**config.mk**
```make
export PLATFORM = sky130hd
export DESIGN_NAME = imu_cf_gyro_lane
export DESIGN_NICKNAME = d
export VERILOG_FILES = /design/src/rtl/core/imu_cf_pkg.sv /design/src/rtl/core/imu_cf_gyro_lane.sv
export SDC_FILE = /design/constraint.sdc
export NUM_CORES = 2
export LEC_CHECK = 0
export BUFFER_PORTS_ARGS = -buffer_cell sky130_fd_sc_hd__buf_2
export CAP_MARGIN = 40
export CORE_MARGIN = 1.5
export CORE_UTILIZATION = 45
export CTS_BUF_LIST = sky130_fd_sc_hd__clkbuf_8
export CTS_CLUSTER_SIZE = 8
export DETAILED_ROUTE_END_ITERATION = 8
export HOLD_SLACK_MARGIN = 0.02
export REMOVE_ABC_BUFFERS = 1
export SLEW_MARGIN = 25
export SYNTH_ARGS = -nofsm -noshare
export SYNTH_HDL_FRONTEND = slang
export SYNTH_SLANG_ARGS = --single-unit
```
**constraint.sdc**
```tcl
create_clock -name clk -period 14 [get_ports clk]
set_input_delay 0.7 -clock clk [delete_from_list [all_inputs] [get_ports clk]]
set_output_delay 0.7 -clock clk [all_outputs]
set_load 0.05 [all_outputs]
```
**src/rtl/core/imu_cf_pkg.sv**
```systemverilog
// imu_cf_pkg: shared constants, tables and helpers for the attitude filter core
// no dependencies; imported by the lanes, the merge stage and the top level
`default_nettype none

package imu_cf_pkg;

	// parameter defaults
	localparam int NUM_SENSORS_DEF     = 2;
	localparam int ANGLE_FRAC_BITS_DEF = 8;

	// configuration register indexes
	localparam int CFG_IDX_W = 3;
	localparam logic [CFG_IDX_W-1:0] REG_GYRO_RANGE  = 3'd0;
	localparam logic [CFG_IDX_W-1:0] REG_BLEND_W     = 3'd1;
	localparam logic [CFG_IDX_W-1:0] REG_MAG_LOW     = 3'd2;
	localparam logic [CFG_IDX_W-1:0] REG_MAG_HIGH    = 3'd3;
	localparam int CFG_DATA_W = 17;

	// register reset values
	localparam logic [1:0]  GYRO_RANGE_RST = 2'd0;
	localparam logic [15:0] BLEND_W_RST    = 16'd64225;
	localparam logic [16:0] MAG_LOW_RST    = 17'd8192;
	localparam logic [16:0] MAG_HIGH_RST   = 17'd32768;

	// cordic datapath
	localparam int CORDIC_STEPS = 16;
	localparam int STEP_W       = $clog2(CORDIC_STEPS);
	localparam int CORDIC_W     = 34;
	localparam int ACC_ANGLE_W  = 26;
	localparam int ACC_PRESCALE = 14;

	// gyro divisor: ten times sensitivity, times one hundred
	localparam int DIV_W = 17;

	function automatic logic [DIV_W-1:0] gyro_divisor(input logic [1:0] sel);
		logic [DIV_W-1:0] d;
		case (sel)
			2'd0:    d = 17'd131000;
			2'd1:    d = 17'd65500;
			2'd2:    d = 17'd32800;
			2'd3:    d = 17'd16400;
			default: d = 17'd131000;
		endcase
		return d;
	endfunction

	// atan(2^-i) in degrees times 65536
	function automatic logic signed [ACC_ANGLE_W-1:0] atan_entry(input logic [STEP_W-1:0] i);
		logic signed [ACC_ANGLE_W-1:0] a;
		case (i)
			4'd0:    a = 26'sd2949120;
			4'd1:    a = 26'sd1740967;
			4'd2:    a = 26'sd919879;
			4'd3:    a = 26'sd466945;
			4'd4:    a = 26'sd234379;
			4'd5:    a = 26'sd117266;
			4'd6:    a = 26'sd58666;
			4'd7:    a = 26'sd29335;
			4'd8:    a = 26'sd14668;
			4'd9:    a = 26'sd7334;
			4'd10:   a = 26'sd3667;
			4'd11:   a = 26'sd1833;
			4'd12:   a = 26'sd917;
			4'd13:   a = 26'sd458;
			4'd14:   a = 26'sd229;
			4'd15:   a = 26'sd115;
			default: a = 26'sd0;
		endcase
		return a;
	endfunction

	// magnitude of a 16-bit sample
	function automatic logic [16:0] abs16(input logic signed [15:0] v);
		logic signed [16:0] w;
		w = {v[15], v};
		return v[15] ? 17'(-w) : 17'(w);
	endfunction

endpackage

`default_nettype wire

```
**src/rtl/core/imu_cf_gyro_lane.sv**
```systemverilog
// imu_cf_gyro_lane: one gyro axis, rate times time over sensitivity, added to or subtracted from the angle
// depends on imu_cf_pkg (divisor table); reciprocal multiplication with one correction step
`default_nettype none

module imu_cf_gyro_lane import imu_cf_pkg::*; #(
	parameter int FRAC_BITS = ANGLE_FRAC_BITS_DEF
) (
	input  wire logic               clk,
	input  wire logic               arst_n,
	input  wire logic               start,
	input  wire logic signed [15:0] rate,
	input  wire logic [15:0]        ms,
	input  wire logic [1:0]         range_sel,
	input  wire logic               subtract,
	input  wire logic signed [31:0] angle_in,
	output logic                    done,
	output logic signed [31:0]      angle_out
);

	localparam int NUM_W = 32 + FRAC_BITS;
	// every divisor exceeds 2^14, so reciprocal and quotient fit in NUM_W - 14 bits
	localparam int REC_W = NUM_W - 14;
	localparam int LO_W  = NUM_W / 2;
	localparam int HI_W  = NUM_W - LO_W;
	localparam int EST_W = NUM_W + REC_W + 1;
	localparam int QD_W  = REC_W + DIV_W;
	localparam int SUM_W = NUM_W + 2;
	localparam logic [2:0] PH_IDLE = 3'd0;
	localparam logic [2:0] PH_MUL  = 3'd1;
	localparam logic [2:0] PH_NUM  = 3'd2;
	localparam logic [2:0] PH_REC  = 3'd3;
	localparam logic [2:0] PH_EST  = 3'd4;
	localparam logic [2:0] PH_BACK = 3'd5;
	localparam logic [2:0] PH_FIX  = 3'd6;
	localparam logic [2:0] PH_SUM  = 3'd7;
	localparam logic signed [SUM_W-1:0] MAX_V = SUM_W'(64'sd2147483647);
	localparam logic signed [SUM_W-1:0] MIN_V = SUM_W'(-64'sd2147483648);

	// reciprocals floor(2^NUM_W / divisor), estimate is at most one below the quotient
	localparam logic [REC_W-1:0] REC_0 =
		REC_W'((64'd1 << NUM_W) / 64'(gyro_divisor(2'd0)));
	localparam logic [REC_W-1:0] REC_1 =
		REC_W'((64'd1 << NUM_W) / 64'(gyro_divisor(2'd1)));
	localparam logic [REC_W-1:0] REC_2 =
		REC_W'((64'd1 << NUM_W) / 64'(gyro_divisor(2'd2)));
	localparam logic [REC_W-1:0] REC_3 =
		REC_W'((64'd1 << NUM_W) / 64'(gyro_divisor(2'd3)));

	logic [2:0]               phase_q;
	logic [16:0]              mag_q;
	logic [15:0]              ms_q;
	logic                     neg_q;
	logic signed [31:0]       angle_q;
	logic [DIV_W-1:0]         div_q;
	logic [REC_W-1:0]         rec_q;
	logic [32:0]              prod_q;
	logic [NUM_W-1:0]         num_q;
	logic [LO_W+REC_W-1:0]    plo_q;
	logic [HI_W+REC_W-1:0]    phi_q;
	logic [REC_W-1:0]         quo_q;
	logic [QD_W-1:0]          qd_q;
	logic                     done_q;
	logic signed [31:0]       result_q;
	logic [REC_W-1:0]         rec_sel;
	logic [EST_W-1:0]         est;
	logic [NUM_W-1:0]         rem;
	logic                     ge;
	logic signed [SUM_W-1:0]  inc;
	logic signed [SUM_W-1:0]  sum;

	// reciprocal of the selected divisor
	always_comb begin
		case (range_sel)
			2'd0:    rec_sel = REC_0;
			2'd1:    rec_sel = REC_1;
			2'd2:    rec_sel = REC_2;
			2'd3:    rec_sel = REC_3;
			default: rec_sel = REC_0;
		endcase
	end

	// quotient estimate, remainder and correction test
	assign est = (EST_W'(phi_q) << LO_W) + EST_W'(plo_q);
	assign rem = num_q - qd_q[NUM_W-1:0];
	assign ge  = rem >= NUM_W'(div_q);

	// signed increment and wide angle sum
	assign inc = neg_q ? -$signed(SUM_W'(quo_q)) : $signed(SUM_W'(quo_q));
	assign sum = SUM_W'(angle_q) + inc;

	// sequencer: multiply, reciprocal, correct, accumulate
	always_ff @(posedge clk or negedge arst_n) begin
		if (!arst_n) begin
			phase_q <= PH_IDLE;
			done_q  <= 1'b0;
		end else begin
			case (phase_q)
				PH_IDLE: begin
					if (start) begin
						phase_q <= PH_MUL;
						done_q  <= 1'b0;
					end
				end
				PH_MUL, PH_NUM, PH_REC, PH_EST, PH_BACK, PH_FIX: begin
					phase_q <= phase_q + 3'd1;
				end
				PH_SUM: begin
					phase_q <= PH_IDLE;
					done_q  <= 1'b1;
				end
				default: phase_q <= PH_IDLE;
			endcase
		end
	end

	// datapath registers
	always_ff @(posedge clk) begin
		case (phase_q)
			PH_IDLE: begin
				if (start) begin
					mag_q   <= abs16(rate);
					ms_q    <= ms;
					neg_q   <= rate[15] ^ subtract;
					angle_q <= angle_in;
					div_q   <= gyro_divisor(range_sel);
					rec_q   <= rec_sel;
				end
			end
			PH_MUL: prod_q <= 33'(mag_q * ms_q);
			PH_NUM: num_q <= NUM_W'({prod_q, {FRAC_BITS{1'b0}}}) + NUM_W'(div_q >> 1);
			PH_REC: begin
				plo_q <= num_q[LO_W-1:0] * rec_q;
				phi_q <= num_q[NUM_W-1:LO_W] * rec_q;
			end
			PH_EST:  quo_q <= est[NUM_W +: REC_W];
			PH_BACK: qd_q <= quo_q * div_q;
			PH_FIX: begin
				if (ge) begin
					quo_q <= quo_q + REC_W'(1);
				end
			end
			PH_SUM: begin
				if (sum > MAX_V) begin
					result_q <= 32'sh7FFFFFFF;
				end else if (sum < MIN_V) begin
					result_q <= 32'sh80000000;
				end else begin
					result_q <= sum[31:0];
				end
			end
			default: ;
		endcase
	end

	assign done      = done_q;
	assign angle_out = result_q;

endmodule

`default_nettype wire

```
Word-level counts from Yosys, hierarchy flattened
Cells that the tools add are included.
{"block": "word_totals", "regBits": 375}
{"block": "op_classes", "addsub": 8, "n_mul": 4, "n_lt_le_gt_ge": 3, "n_eq_ne": 12, "n_mux": 11, "bitwise": 1, "reduce_logical": 8}
{"operator": "$pmux 26 s4", "count": 1}
{"operator": "$mul 20x26->46", "count": 2}
{"operator": "$pmux 17 s4", "count": 1}
{"operator": "$add 66x46->66", "count": 1}
{"operator": "$pmux 26 s2", "count": 1}
{"operator": "$add 32x42->42", "count": 1}
{"operator": "$gt 42x32->1 const B", "count": 1}
{"operator": "$lt 42x32->1 const B", "count": 1}
{"operator": "$mux 42", "count": 1}
{"operator": "$neg 26->42", "count": 1}
{"operator": "$add 40x16->40", "count": 1}
{"operator": "$ge 40x17->1", "count": 1}
{"operator": "$mul 26x17->40", "count": 1}
{"operator": "$sub 40x40->40", "count": 1}
{"operator": "$mul 17x16->32", "count": 1}
{"operator": "$mux 32", "count": 1}
{"operator": "$add 26x1->26 const B", "count": 1}
{"operator": "$mux 26", "count": 1}
{"operator": "$neg 16->17", "count": 1}
{"operator": "$mux 15", "count": 1}
{"operator": "$eq 3x3->1 const B", "count": 4}
{"operator": "$pmux 3 s3", "count": 1}
{"operator": "$eq 3x2->1 const B", "count": 2}
{"operator": "$reduce_and 2->1", "count": 3}
{"operator": "13 further kinds", "count": 16}

Longest topological paths before layout
{"block": "logic_depth", "ltp_word": 5, "mapped_depth": 30, "depth_no_buf": 28}

Worst setup path before layout
Ideal clock, no wire load.
{"block": "synth_path", "kind": "register to register", "startpoint": "reg rec_q[22]", "endpoint": "reg plo_q[42], data pin", "setup_ns": 0.258, "arrival_time_ns": 7.019, "slack_ns": 6.724, "path_stages_with_launch": 23, "cell_sequence": "edfxtp_1 > clkbuf_1 > clkbuf_1 > nand2_1 > inv_1 > fa_1 > fa_1 > fa_1 > fa_1 > fa_1 > fa_1 > ha_1 > ha_1 > a21o_1 > a21oi_1 > and4_1 > o41ai_2 > a31oi_1 > a211oi_1 > a41oi_1 > o21ai_1 > a21oi_1 > xnor2_1"}
{"block": "synth_between", "elab_chain_cells": 1}
{"element": "from (decl)", "line_no": "imu_cf_gyro_lane.sv:55", "rtl": "logic [REC_W-1:0] rec_q;"}
{"element": "from (signal assigned)", "line_no": "imu_cf_gyro_lane.sv:126", "rtl": "rec_q <= rec_sel;"}
{"element": "$mul 20x26->46", "line_no": "imu_cf_gyro_lane.sv:132", "rtl": "plo_q <= num_q[LO_W-1:0] * rec_q;"}
{"element": "to (signal assigned)", "line_no": "imu_cf_gyro_lane.sv:132"}
{"element": "to (decl)", "line_no": "imu_cf_gyro_lane.sv:58", "rtl": "logic [LO_W+REC_W-1:0] plo_q;"}
Every way passes these cells.
A chain may end at the register's enable or synchronous reset.

Worst setup path after layout
{"block": "layout_path", "startpoint": "reg rec_q[22]", "endpoint": "reg plo_q[39], data pin"}
Same word-level chain as after synthesis.

==> impl_metrics.json <==
{
  "outcome": "finished clean",
  "max_freq_ghz": 0.115,
  "die-area_um2": 139000,
  "yosys_warnings": 0,
  "syn_area_per_cell_um2": 9.90,
  "final_common_cell": "inv_1",
  "numCtsBuffers": 60,
  "overflow": 0,
  "num_io_pins": 103,
  "cts_tree": "done",
  "start_util_pct": 45.3,
  "dp_hpwl_um": 133000,
  "synth-edff-count": 313,
  "ys_types": 89,
  "netlist.area_leader.share_pct": 35.3,
  "drive_gt1_share_pct": 4.47,
  "finalMaxSlewViolations": 0,
  "setup_ws_ns": 5.34,
  "syn_area_um2": 61300,
  "vias_per_cell": 5.19,
  "cap_viol_max_count": 0,
  "skew_ns": 0.109,
  "clock-sinks": 317,
  "async_flop_share_pct": 1.26,
  "rrSetupSlack_ns": 5.34,
  "synth_area_leaders": "fa_1 35%, ha_1 16%, edfxtp_1 15%",
  "antenna_found_initial": 6,
  "gp_congestion": 0.923,
  "cp_max_fo": 36,
  "cp-end-kind": "flop",
  "finalSetupViolCount": 0,
  "ys_seq_elements": 317,
  "cts_root_buf": "clkbuf_8",
  "multi_input_area_um2": 45600,
  "grt_max_degree": 59,
  "initialDrtViolationCount": 2473,
  "regArea_um2": 9500,
  "clk_latency_ns": 0.80,
  "ys.flop_type": "edfxtp_1",
  "fillers": 12700,
  "seq_area_frac_synth_pct": 15.5,
  "hold_path.class": "in2reg",
  "worstPathRequired_ns": 14.45,
  "diodes": 0,
  "die_h_um": 372,
  "arrival_ns": 9.11,
  "hold_viol": 0,
  "fin_crit_ns": 8.66,
  "fin_crit_sh_pct": 61.9,
  "placed_area_um2": 63900,
  "crit_path_max_incr_delay_ns": 0.67,
  "grt_usage_pct": 23.4,
  "yosysTopAreaCell": "fa_1",
  "wire_per_inst_um": 19.2,
  "antenna_left": 0,
  "pre_cts_ws_ns": 5.36,
  "syn_to_final_growth_pct": 6.61,
  "die_w_um": 372,
  "io_buffers": 102,
  "grt_pass1_vias": 45100,
  "num_vias": 42100,
  "fp.coreArea_um2": 135000,
  "critPathLaunchType": "flop",
  "clk_pin_slew_ns": 0.06,
  "clockBufferDepth": 3,
  "rsz0062_at_grt": "no",
  "setup_tns_ns": 0,
  "hold-worst-slack_ns": 0.0836,
  "final_area_um2": 65400,
  "final_cell_mix": "1538 x inv_1, 1080 x fa_1, 796 x ha_1",
  "slowest_stage": "o41ai_2",
  "drc": 0,
  "grt_pass1_wl_um": 251000,
  "ctsHtreeMaxLevel": 2,
  "layout.nets": 8236,
  "critPathKind": "reg2reg",
  "rows": 135,
  "worst_pin_slew_ns": 0.863,
  "cp_top_family": "adder cells",
  "relSlewSlack_pct": 41.0,
  "wl_um": 156000,
  "cts_resized": 0,
  "syn_inst": 6194,
  "firstDrtPassIters": 5,
  "path_buf_inv": 6
}
==> cells in the mapped netlist, drive strengths merged, types with 82 or more instances <==
library cell,n
a21o,99
a21oi,201
and2,321
clkbuf,127
edfxtp,313
fa,1080
ha,798
inv,1522
nand2,496
nand3,82
nor2,180
o21ai,121
xnor2,220
xor2,87
==> cell families after synthesis <==
group	after synthesis	synth area share [%]
muxes	10	0.169
and+or+nand+nor	1335	10.8
DFF	317	15.5
adders and majority gates	1878	51.5
xor gates and xnor gates	307	4.40
other	1	0.00611
buffers and inverters	1663	10.3
AOI/OAI and AO/OA	683	7.37
==> final cells by class <==
class	count	share of cell area (%)
inverter	1523	8.74
clock inverter	48	0.561
clock buffer	60	1.26
sequential	317	14.5
tap	1781	3.41
multi-input combinational	4214	69.7
timing repair buffer	172	1.79
==> worst paths after layout <==
check | start | endpoint | cells past startpoint
max | rec_q[22]$_SDFFCE_PP0P_ | plo_q[39]$_DFFE_PN_ | 26
min | angle_in[16] | angle_q[16]$_DFFE_PP_ | 1
max reg2reg | rec_q[22]$_SDFFCE_PP0P_ | plo_q[39]$_DFFE_PN_ | 26
min reg2reg | phase_q[0]$_DFFE_PN0P_ | phase_q[0]$_DFFE_PN0P_ | 2
max in group asynchronous | arst_n | phase_q[2]$_DFFE_PN0P_ | 2
min in group asynchronous | arst_n | phase_q[1]$_DFFE_PN0P_ | 2
==> state kept, by name (all words and copies together), names as in the netlist <==
signal / cells
div_q: 5
phase_q: 3
num_q: 36
ms_q: 16
mag_q: 17
angle_out: 32
quo_q: 26
neg_q: 1
qd_q: 38
prod_q: 32
rec_q: 6
phi_q: 46
plo_q: 26
angle_q: 32
done: 1
==> per-layer routing <==
layer	track usage, %	share of wire (%)	vias up
met5	0	0.039	-
met4	5.68	2.6	8
met3	2.43	4.4	178
met2	39.8	48	902
met1	32.1	45	21400
li1	-	-	19700
==> metrics by stage <==
step,utilization [%],cells
finish,48.3,8115
global route,48.3,8115
CTS,48.3,8111
detailed placement,47.2,7980
global placement,47.2,7976
floorplan,-,6054
==> what timing repair did <==
action	CTS	global route
buffers inserted	0	0
hold buffers	23	0
hold endpoints to repair	26	0
Power is not shown: default switching activity piles up to over one toggle a cycle in this logic, so the estimate is an artifact.
