==> src/rtl/core/imu_cf_pkg.sv <==
// imu_cf_pkg: shared constants, tables and helpers for the attitude filter core
// no dependencies; imported by the lanes, the merge stage and the top level
`default_nettype none

package imu_cf_pkg;

	// parameter defaults
	localparam int NUM_SENSORS_DEF     = 2;
	localparam int ANGLE_FRAC_BITS_DEF = 8;

	// configuration register indexes
	localparam int CFG_IDX_W = 3;
	localparam logic [CFG_IDX_W-1:0] REG_GYRO_RANGE  = 3'd0;
	localparam logic [CFG_IDX_W-1:0] REG_BLEND_W     = 3'd1;
	localparam logic [CFG_IDX_W-1:0] REG_MAG_LOW     = 3'd2;
	localparam logic [CFG_IDX_W-1:0] REG_MAG_HIGH    = 3'd3;
	localparam int CFG_DATA_W = 17;

	// register reset values
	localparam logic [1:0]  GYRO_RANGE_RST = 2'd0;
	localparam logic [15:0] BLEND_W_RST    = 16'd64225;
	localparam logic [16:0] MAG_LOW_RST    = 17'd8192;
	localparam logic [16:0] MAG_HIGH_RST   = 17'd32768;

	// cordic datapath
	localparam int CORDIC_STEPS = 16;
	localparam int STEP_W       = $clog2(CORDIC_STEPS);
	localparam int CORDIC_W     = 34;
	localparam int ACC_ANGLE_W  = 26;
	localparam int ACC_PRESCALE = 14;

	// gyro divisor: ten times sensitivity, times one hundred
	localparam int DIV_W = 17;

	function automatic logic [DIV_W-1:0] gyro_divisor(input logic [1:0] sel);
		logic [DIV_W-1:0] d;
		case (sel)
			2'd0:    d = 17'd131000;
			2'd1:    d = 17'd65500;
			2'd2:    d = 17'd32800;
			2'd3:    d = 17'd16400;
			default: d = 17'd131000;
		endcase
		return d;
	endfunction

	// atan(2^-i) in degrees times 65536
	function automatic logic signed [ACC_ANGLE_W-1:0] atan_entry(input logic [STEP_W-1:0] i);
		logic signed [ACC_ANGLE_W-1:0] a;
		case (i)
			4'd0:    a = 26'sd2949120;
			4'd1:    a = 26'sd1740967;
			4'd2:    a = 26'sd919879;
			4'd3:    a = 26'sd466945;
			4'd4:    a = 26'sd234379;
			4'd5:    a = 26'sd117266;
			4'd6:    a = 26'sd58666;
			4'd7:    a = 26'sd29335;
			4'd8:    a = 26'sd14668;
			4'd9:    a = 26'sd7334;
			4'd10:   a = 26'sd3667;
			4'd11:   a = 26'sd1833;
			4'd12:   a = 26'sd917;
			4'd13:   a = 26'sd458;
			4'd14:   a = 26'sd229;
			4'd15:   a = 26'sd115;
			default: a = 26'sd0;
		endcase
		return a;
	endfunction

	// magnitude of a 16-bit sample
	function automatic logic [16:0] abs16(input logic signed [15:0] v);
		logic signed [16:0] w;
		w = {v[15], v};
		return v[15] ? 17'(-w) : 17'(w);
	endfunction

endpackage

`default_nettype wire

==> src/rtl/core/imu_cf_cordic_lane.sv <==
// imu_cf_cordic_lane: vectoring cordic, atan2 of two accelerometer axes in degrees x 65536
// depends on imu_cf_pkg (angle table, widths); one micro-rotation per cycle
`default_nettype none

module imu_cf_cordic_lane import imu_cf_pkg::*; (
	input  wire logic                          clk,
	input  wire logic                          arst_n,
	input  wire logic                          start,
	input  wire logic signed [15:0]            num,
	input  wire logic signed [15:0]            den,
	output logic                               done,
	output logic signed [ACC_ANGLE_W-1:0]      angle
);

	logic                          busy_q;
	logic                          done_q;
	logic [STEP_W-1:0]             step_q;
	logic signed [CORDIC_W-1:0]    x_q;
	logic signed [CORDIC_W-1:0]    y_q;
	logic signed [ACC_ANGLE_W-1:0] z_q;
	logic signed [CORDIC_W-1:0]    xs0;
	logic signed [CORDIC_W-1:0]    ys0;
	logic signed [CORDIC_W-1:0]    x_sh;
	logic signed [CORDIC_W-1:0]    y_sh;
	logic signed [ACC_ANGLE_W-1:0] rot;
	logic                          both_zero;

	// operands scaled up before rotation
	assign xs0       = CORDIC_W'(den) <<< ACC_PRESCALE;
	assign ys0       = CORDIC_W'(num) <<< ACC_PRESCALE;
	assign both_zero = (num == 16'sd0) && (den == 16'sd0);
	assign x_sh      = x_q >>> step_q;
	assign y_sh      = y_q >>> step_q;
	assign rot       = atan_entry(step_q);

	// control
	always_ff @(posedge clk or negedge arst_n) begin
		if (!arst_n) begin
			busy_q <= 1'b0;
			done_q <= 1'b0;
			step_q <= '0;
		end else if (start) begin
			busy_q <= !both_zero;
			done_q <= both_zero;
			step_q <= '0;
		end else if (busy_q) begin
			step_q <= step_q + 1'b1;
			if (step_q == STEP_W'(CORDIC_STEPS - 1)) begin
				busy_q <= 1'b0;
				done_q <= 1'b1;
			end
		end
	end

	// quadrant pre-rotation then micro-rotations
	always_ff @(posedge clk) begin
		if (start) begin
			if (both_zero) begin
				z_q <= '0;
			end else if (!den[15]) begin
				x_q <= xs0;
				y_q <= ys0;
				z_q <= '0;
			end else if (!num[15]) begin
				x_q <= ys0;
				y_q <= -xs0;
				z_q <= ACC_ANGLE_W'(90 * 65536);
			end else begin
				x_q <= -ys0;
				y_q <= xs0;
				z_q <= -ACC_ANGLE_W'(90 * 65536);
			end
		end else if (busy_q) begin
			if (!y_q[CORDIC_W-1]) begin
				x_q <= x_q + y_sh;
				y_q <= y_q - x_sh;
				z_q <= z_q + rot;
			end else begin
				x_q <= x_q - y_sh;
				y_q <= y_q + x_sh;
				z_q <= z_q - rot;
			end
		end
	end

	assign done  = done_q;
	assign angle = z_q;

endmodule

`default_nettype wire

==> config.mk <==
export PLATFORM = sky130hd
export DESIGN_NAME = imu_cf_cordic_lane
export DESIGN_NICKNAME = d
export VERILOG_FILES = /design/src/rtl/core/imu_cf_pkg.sv /design/src/rtl/core/imu_cf_cordic_lane.sv
export SDC_FILE = /design/constraint.sdc
export NUM_CORES = 1
export LEC_CHECK = 0
export BUFFER_PORTS_ARGS = -buffer_cell sky130_fd_sc_hd__buf_2
export CAP_MARGIN = 0
export CELL_PAD_IN_SITES_DETAIL_PLACEMENT = 1
export CELL_PAD_IN_SITES_GLOBAL_PLACEMENT = 1
export CORE_ASPECT_RATIO = 1.4
export CORE_UTILIZATION = 35
export CTS_BUF_LIST = sky130_fd_sc_hd__clkbuf_4
export DETAILED_ROUTE_END_ITERATION = 8
export GPL_TIMING_DRIVEN = 0
export PLACE_DENSITY_LB_ADDON = 0.1
export SYNTH_ARGS = -nofsm -noshare
export SYNTH_HDL_FRONTEND = slang
export SYNTH_SLANG_ARGS = --single-unit
==> constraint.sdc <==
create_clock -name clk -period 6.6 [get_ports clk]
set_clock_uncertainty 0.1 [all_clocks]
set_input_delay 0.33 -clock clk [delete_from_list [all_inputs] [get_ports clk]]
set_output_delay 0.33 -clock clk [all_outputs]
set_load 0.1 [all_outputs]
; After elaboration in Yosys (flattened, before gate mapping)
; Memories as Yosys holds them, arrays and structs flattened.
; Index checks and enable logic that the tools add are counted.
[totals]
regBits = 100
latchBits = 0
romBits = 352
mem_count = 1
mem_bits_rw = 0
[classes]
reduce_logical = 8
n_eq_ne = 2
n_mul = 0
n_bitwise = 0
order_cmp = 0
addsub = 9
n_shift = 2
div = 0
n_mux = 26
[mem_list]
columns = memory, depth, width, rd, rd_ports_with_merged_regs, write_ports, line_no
row1 = (name not given), 16, 22, 1, 0, 0, imu_cf_pkg.sv:50  ; case (i)
[op_table]
columns = cell, count
row1 = $mux W34, 12
row2 = $mux W26, 6
row3 = $add A34 B34 Y34, 2
row4 = $neg A30 Y34, 2
row5 = $sshr A34 B4 Y34, 2
row6 = $sub A34 B34 Y34, 2
row7 = $logic_not A16 Y1, 2
row8 = $add A26 B26 Y26, 1
row9 = $sub A26 B26 Y26, 1
row10 = $mux W4, 2
row11 = $mux W1, 6
row12 = $add A4 B1 Y4 const B, 1
row13 = $eq A4 B4 Y1 const B, 1
row14 = $reduce_and A2 Y1, 2
row15 = $reduce_bool A2 Y1, 2
row16 = $ne A2 B2 Y1 const B, 1
row17 = $logic_and A1 B1 Y1, 1
row18 = $logic_not A1 Y1, 1

; Logic depth before layout (Yosys ltp)
[logic_depth]
depth_word = 5
mapped_depth = 31

; Worst setup path after synthesis
; OpenSTA, ideal clock, no wires.
[synth_timing]
path_kind = reg2reg
startpoint = register step_q[2]
endpoint = register x_q[32] (data pin)
required_ps = 6234
path_stages_with_launch = 29
synth_period_minus_slack_ps = 6320
arrival_ps = 5954
setup_slack_ps = 280
cell_sequence = dfrtp_1 clkbuf_1 clkbuf_1 buf_2 buf_2 buf_1 clkbuf_1 buf_1 clkbuf_1 o21ai_0 ha_1 nor2b_1 and2_1 a21oi_1 a21oi_1 xor2_1 nand2_1 o21ai_0 ha_1 a21oi_1 o21ai_0 o21ba_2 a31oi_1 a31oi_1 o21ai_0 o41a_1 a211o_1 xnor2_1 nor2_1
[synth_between]
elab_chain_cells = 5
elab_cells_between_ends = 6
[synth_rtl]
columns = item, line_no
row1 = "start, declared", imu_cf_cordic_lane.sv:17  ; logic [STEP_W-1:0] step_q;
row2 = "start signal, assigned", imu_cf_cordic_lane.sv:47  ; step_q <= step_q + 1'b1;
row3 = $sshr A34 B4 Y34 *, imu_cf_cordic_lane.sv:33  ; assign y_sh = y_q >>> step_q;
row4 = $add A34 B34 Y34 / $sub A34 B34 Y34 (equally long branches), "imu_cf_cordic_lane.sv:75, imu_cf_cordic_lane.sv:79"
row5 = $mux W34 *, imu_cf_cordic_lane.sv:74  ; if (!y_q[CORDIC_W-1]) begin
row6 = $mux W34 *, imu_cf_cordic_lane.sv:73  ; end else if (busy_q) begin
row7 = $mux W34 *, imu_cf_cordic_lane.sv:57  ; if (start) begin
row8 = "end signal, assigned", imu_cf_cordic_lane.sv:61  ; x_q <= xs0;
row9 = "end signal, assigned", imu_cf_cordic_lane.sv:75  ; x_q <= x_q + y_sh;
row10 = "end signal, assigned", imu_cf_cordic_lane.sv:79  ; x_q <= x_q - y_sh;
row11 = "end, declared", imu_cf_cordic_lane.sv:18  ; logic signed [CORDIC_W-1:0] x_q;
; Every way passes the cells marked *; elsewhere a longest branch is shown, timed or not. The select of a mux whose other input is x is not followed.
; A chain may end at the register's enable or synchronous reset.

; Worst setup path after layout
[layout_timing]
startpoint = register y_q[33]
endpoint = register x_q[29] (data pin)
[layout_between]
elab_chain_cells = 5
elab_cells_between_ends = 6
[layout_rtl]
columns = item, line_no
row1 = "start, declared", imu_cf_cordic_lane.sv:19  ; logic signed [CORDIC_W-1:0] y_q;
row2 = "start signal, assigned", imu_cf_cordic_lane.sv:62  ; y_q <= ys0;
row3 = "start signal, assigned", imu_cf_cordic_lane.sv:66  ; y_q <= -xs0;
row4 = "start signal, assigned", imu_cf_cordic_lane.sv:70  ; y_q <= xs0;
row5 = $sshr A34 B4 Y34, imu_cf_cordic_lane.sv:33
row6 = $add A34 B34 Y34 / $sub A34 B34 Y34 (equally long branches), "imu_cf_cordic_lane.sv:75, imu_cf_cordic_lane.sv:79"
row7 = $mux W34 *, imu_cf_cordic_lane.sv:74
row8 = $mux W34 *, imu_cf_cordic_lane.sv:73
row9 = $mux W34 *, imu_cf_cordic_lane.sv:57
; Marks and branches as above.

==> results_dict.tcl <==
set metrics [dict create \
    whs_endpoint "x_q[21]" \
    die_area_sq_um 45400 \
    r2r_start "y_q[33]" \
    reg2reg_to "x_q[29]" \
    area_growth_pct 11.7 \
    setup_violations 0 \
    hp-start "den[7]" \
    yosys.area_share.simple 0.186 \
    synth_seq_cells 100 \
    cts.sinks 100 \
    antenna_found_initial 2 \
    cts_tree "yes" \
    final_nets 2102 \
    avgSynthCellArea_sq_um 8.33 \
    gp_congestion 0.978 \
    syn-num-nets 2009 \
    reg2reg_slack_ns 0.20 \
    rows 91 \
    max_slew.worst_pin.slew_ns 1.24 \
    dr.pass1.iters 5 \
    clkLatencyLatePin_ns 0.65 \
    gr-usage-all-layers 0.323 \
    grt-ovfl-total 0 \
    whs_path_depth 3 \
    ant_nets 0 \
    synthAdderAreaFrac 0.0850 \
    grt_pass1_vias 16800 \
    period_share 0.969 \
    die_w_um 180 \
    ys.warnings.count 0 \
    ys_top_cells_by_area "edfxtp_1 (18%), mux4_2 (8.7%), ha_1 (8.1%)" \
    dpl_cell_area_sq_um 16600 \
    synth_cell_types 104 \
    die_h_um 252 \
    dr.first_iter.drc_count 1113 \
    grt_max_degree 42 \
    m1WireLength_um 28800 \
    drive_above_1_share 0.160 \
    netlist_instances 1870 \
    highest_layer "met4" \
    crit_fanout 10 \
    design_area_sq_um 17400 \
    synth_edf_count 94 \
    core-area_sq_um 43900 \
    clk_path_buf_depth 2 \
    clk_pin_slew_worst_paths_ns 0.20 \
    end_kind "register" \
    wl_um 73300 \
    maxCapViolCount 0 \
    drc 0 \
    relSlewSlack 0.176 \
    io_pins 62 \
    final_cells 2529 \
    yosys-mux-area-fraction 0.157 \
    hpwlAfterDp_um 57600 \
    place_ws_ns -3.47 \
    synth_top_area_frac 0.181 \
    avgViaCountPerCell 6.27 \
    synth_top_cell_by_area "edfxtp_1" \
    worstSetupPathType "register to register" \
    grt_setup_unrepaired "no" \
    timing.final.ws_setup_ns 0.204 \
    start_util 0.354 \
    synth_seq_area_share 0.191 \
    synth-async-reset-ratio 0.0600 \
    synthXorXnorAreaFrac 0.0978 \
    syn_area_sq_um 15600 \
    routed-wl-met2_um 35700 \
    hold_viol 0 \
    synth-compound-area-share 0.234 \
    holdCritPathClass "primary input to register" \
    cts_root_buf "clkbuf_4" \
    routedWlPerCell_um 29.0 \
    clock.fmax_mhz 156 \
    port_buffers 59 \
    grt_pass1_wl_um 108000 \
    placed_cells 2488 \
    required_ns 6.88 \
    r2r_cells 16 \
    status "completed" \
    vias 15800 \
    synth_top_family_by_area "compound AO/OA/AOI/OAI gates" \
    cp.arrival_ns 6.68 \
    fin_crit_ns 6.40 \
    dr_wl_met3_um 3480 \
    synth_flop_cell "edfxtp_1" \
    htree_levels 3 \
    numCtsBuffers 9 \
    startpoint_type "register" \
    drv_slew 0 \
    tns_ns 0 \
]
==> metal layers <==
layer,GRT usage,vias to the layer above
met2,0.564,525
met4,0.228,0
met1,0.363,7924
li1,-,7194
met3,0.0452,204
met5,0,-
==> critical path: stages, from the launching register on <==
cell	delay, ns
edfxtp_1	0.36
clkbuf_1	0.57
clkbuf_1	0.66
buf_2	0.37
clkdlybuf4s15_1	0.86
nor2_1	0.14
xnor2_1	0.18
ha_1	0.25
o31ai_1	0.64
a211oi_2	0.24
a2111o_1	0.61
a21oi_2	0.31
o31ai_2	0.14
a21o_1	0.19
a21oi_1	0.16
xor2_1	0.22
o32ai_1	0.12
==> state kept, by name (all words and copies together), names as in the netlist <==
register and cells:
y_q 34, busy_q 1, step_q 4, x_q 34
done 1, angle 26
==> how the worst max path moves through the flow <==
stage          cells after the start       from  slack, ns   endpoint
2_1_floorplan                     28  step_q[2]       0.28    x_q[32]
3_3_place_gp                      27  step_q[2]      -3.30    x_q[32]
3_5_place_dp                      27  step_q[2]      -3.47    x_q[32]
4_1_cts                           28  step_q[1]      0.001  angle[25]
5_1_grt                           28  step_q[2]      0.007    x_q[32]
6_report                          16    y_q[33]       0.20    x_q[29]
==> synth_stat cells (27+ instances only) <==
master    count
nor2_1      186
nand2_1     167
a21oi_1     145
o21ai_0     139
ha_1        101
xnor2_1      99
edfxtp_1     94
mux2i_1      74
xor2_1       73
mux4_2       60
clkbuf_1     49
nor3_1       48
a21o_1       42
inv_1        42
o211ai_1     41
a31oi_1      35
nand2b_1     35
nand3_1      32
mux2_2       27
==> layout make-up <==
| class | count | area (sq um) |
|---|---|---|
| antenna | 3 | 7.51 |
| buffer | 107 | 749 |
| clock buffer | 9 | 67.6 |
| clock inverter | 7 | 58.8 |
| fill | 5249 | 26600 |
| inverter | 44 | 170 |
| multi-input combinational | 1611 | 12100 |
| sequential | 100 | 2970 |
| tap | 558 | 698 |
| timing repair buffer | 90 | 578 |
==> what timing repair did <==
action | in CTS | in global routing
hold buffers | 12 | 0
hold endpoints to repair | 15 | 0
buffers inserted | 8 | 10
endpoints found under the setup margin | 83 | 29
gates resized for setup | 92 | 42
pin swaps | 7 | 10
==> kinds of logic after synthesis <==
group / after synthesis
AND/OR/NAND/NOR: 600
multiplexers: 165
flip-flops: 100
XOR/XNOR: 173
AO/OA/AOI/OAI: 569
buffers and inverters: 159
adder cells (fa/ha/maj): 104
==> metrics by stage <==
step           utilization  hold slack (ns)
6_report             0.396           0.0249
5_1_grt              0.396           0.0228
4_1_cts              0.391          0.00244
3_5_place_dp         0.378           0.0834
3_3_place_gp         0.377           0.0817
2_1_floorplan            -          -0.0656
==> cells in the final DEF (no fill, tap or decap), types with 17 or more instances in the layout <==
| master | netlist | final |
|---|---|---|
| a21o_1 | 42 | 42 |
| a21oi_1 | 145 | 141 |
| a31oi_1 | 35 | 29 |
| and3_1 | 18 | 18 |
| buf_2 | 26 | 69 |
| buf_4 | 9 | 34 |
| clkbuf_1 | 49 | 40 |
| edfxtp_1 | 94 | 94 |
| ha_1 | 101 | 100 |
| inv_1 | 42 | 42 |
| mux2_2 | 27 | 27 |
| mux2i_1 | 74 | 74 |
| mux4_2 | 60 | 60 |
| nand2_1 | 167 | 165 |
| nand2b_1 | 35 | 35 |
| nand3_1 | 32 | 32 |
| nor2_1 | 186 | 185 |
| nor2b_1 | 24 | 23 |
| nor3_1 | 48 | 48 |
| o211ai_1 | 41 | 41 |
| o21ai_0 | 139 | 131 |
| o22ai_1 | 17 | 17 |
| o31ai_1 | 20 | 17 |
| xnor2_1 | 99 | 99 |
| xor2_1 | 73 | 73 |
Power is left out: the tool's default activity adds up to more than one toggle a clock period on the data nets, which glitch-free logic cannot reach.
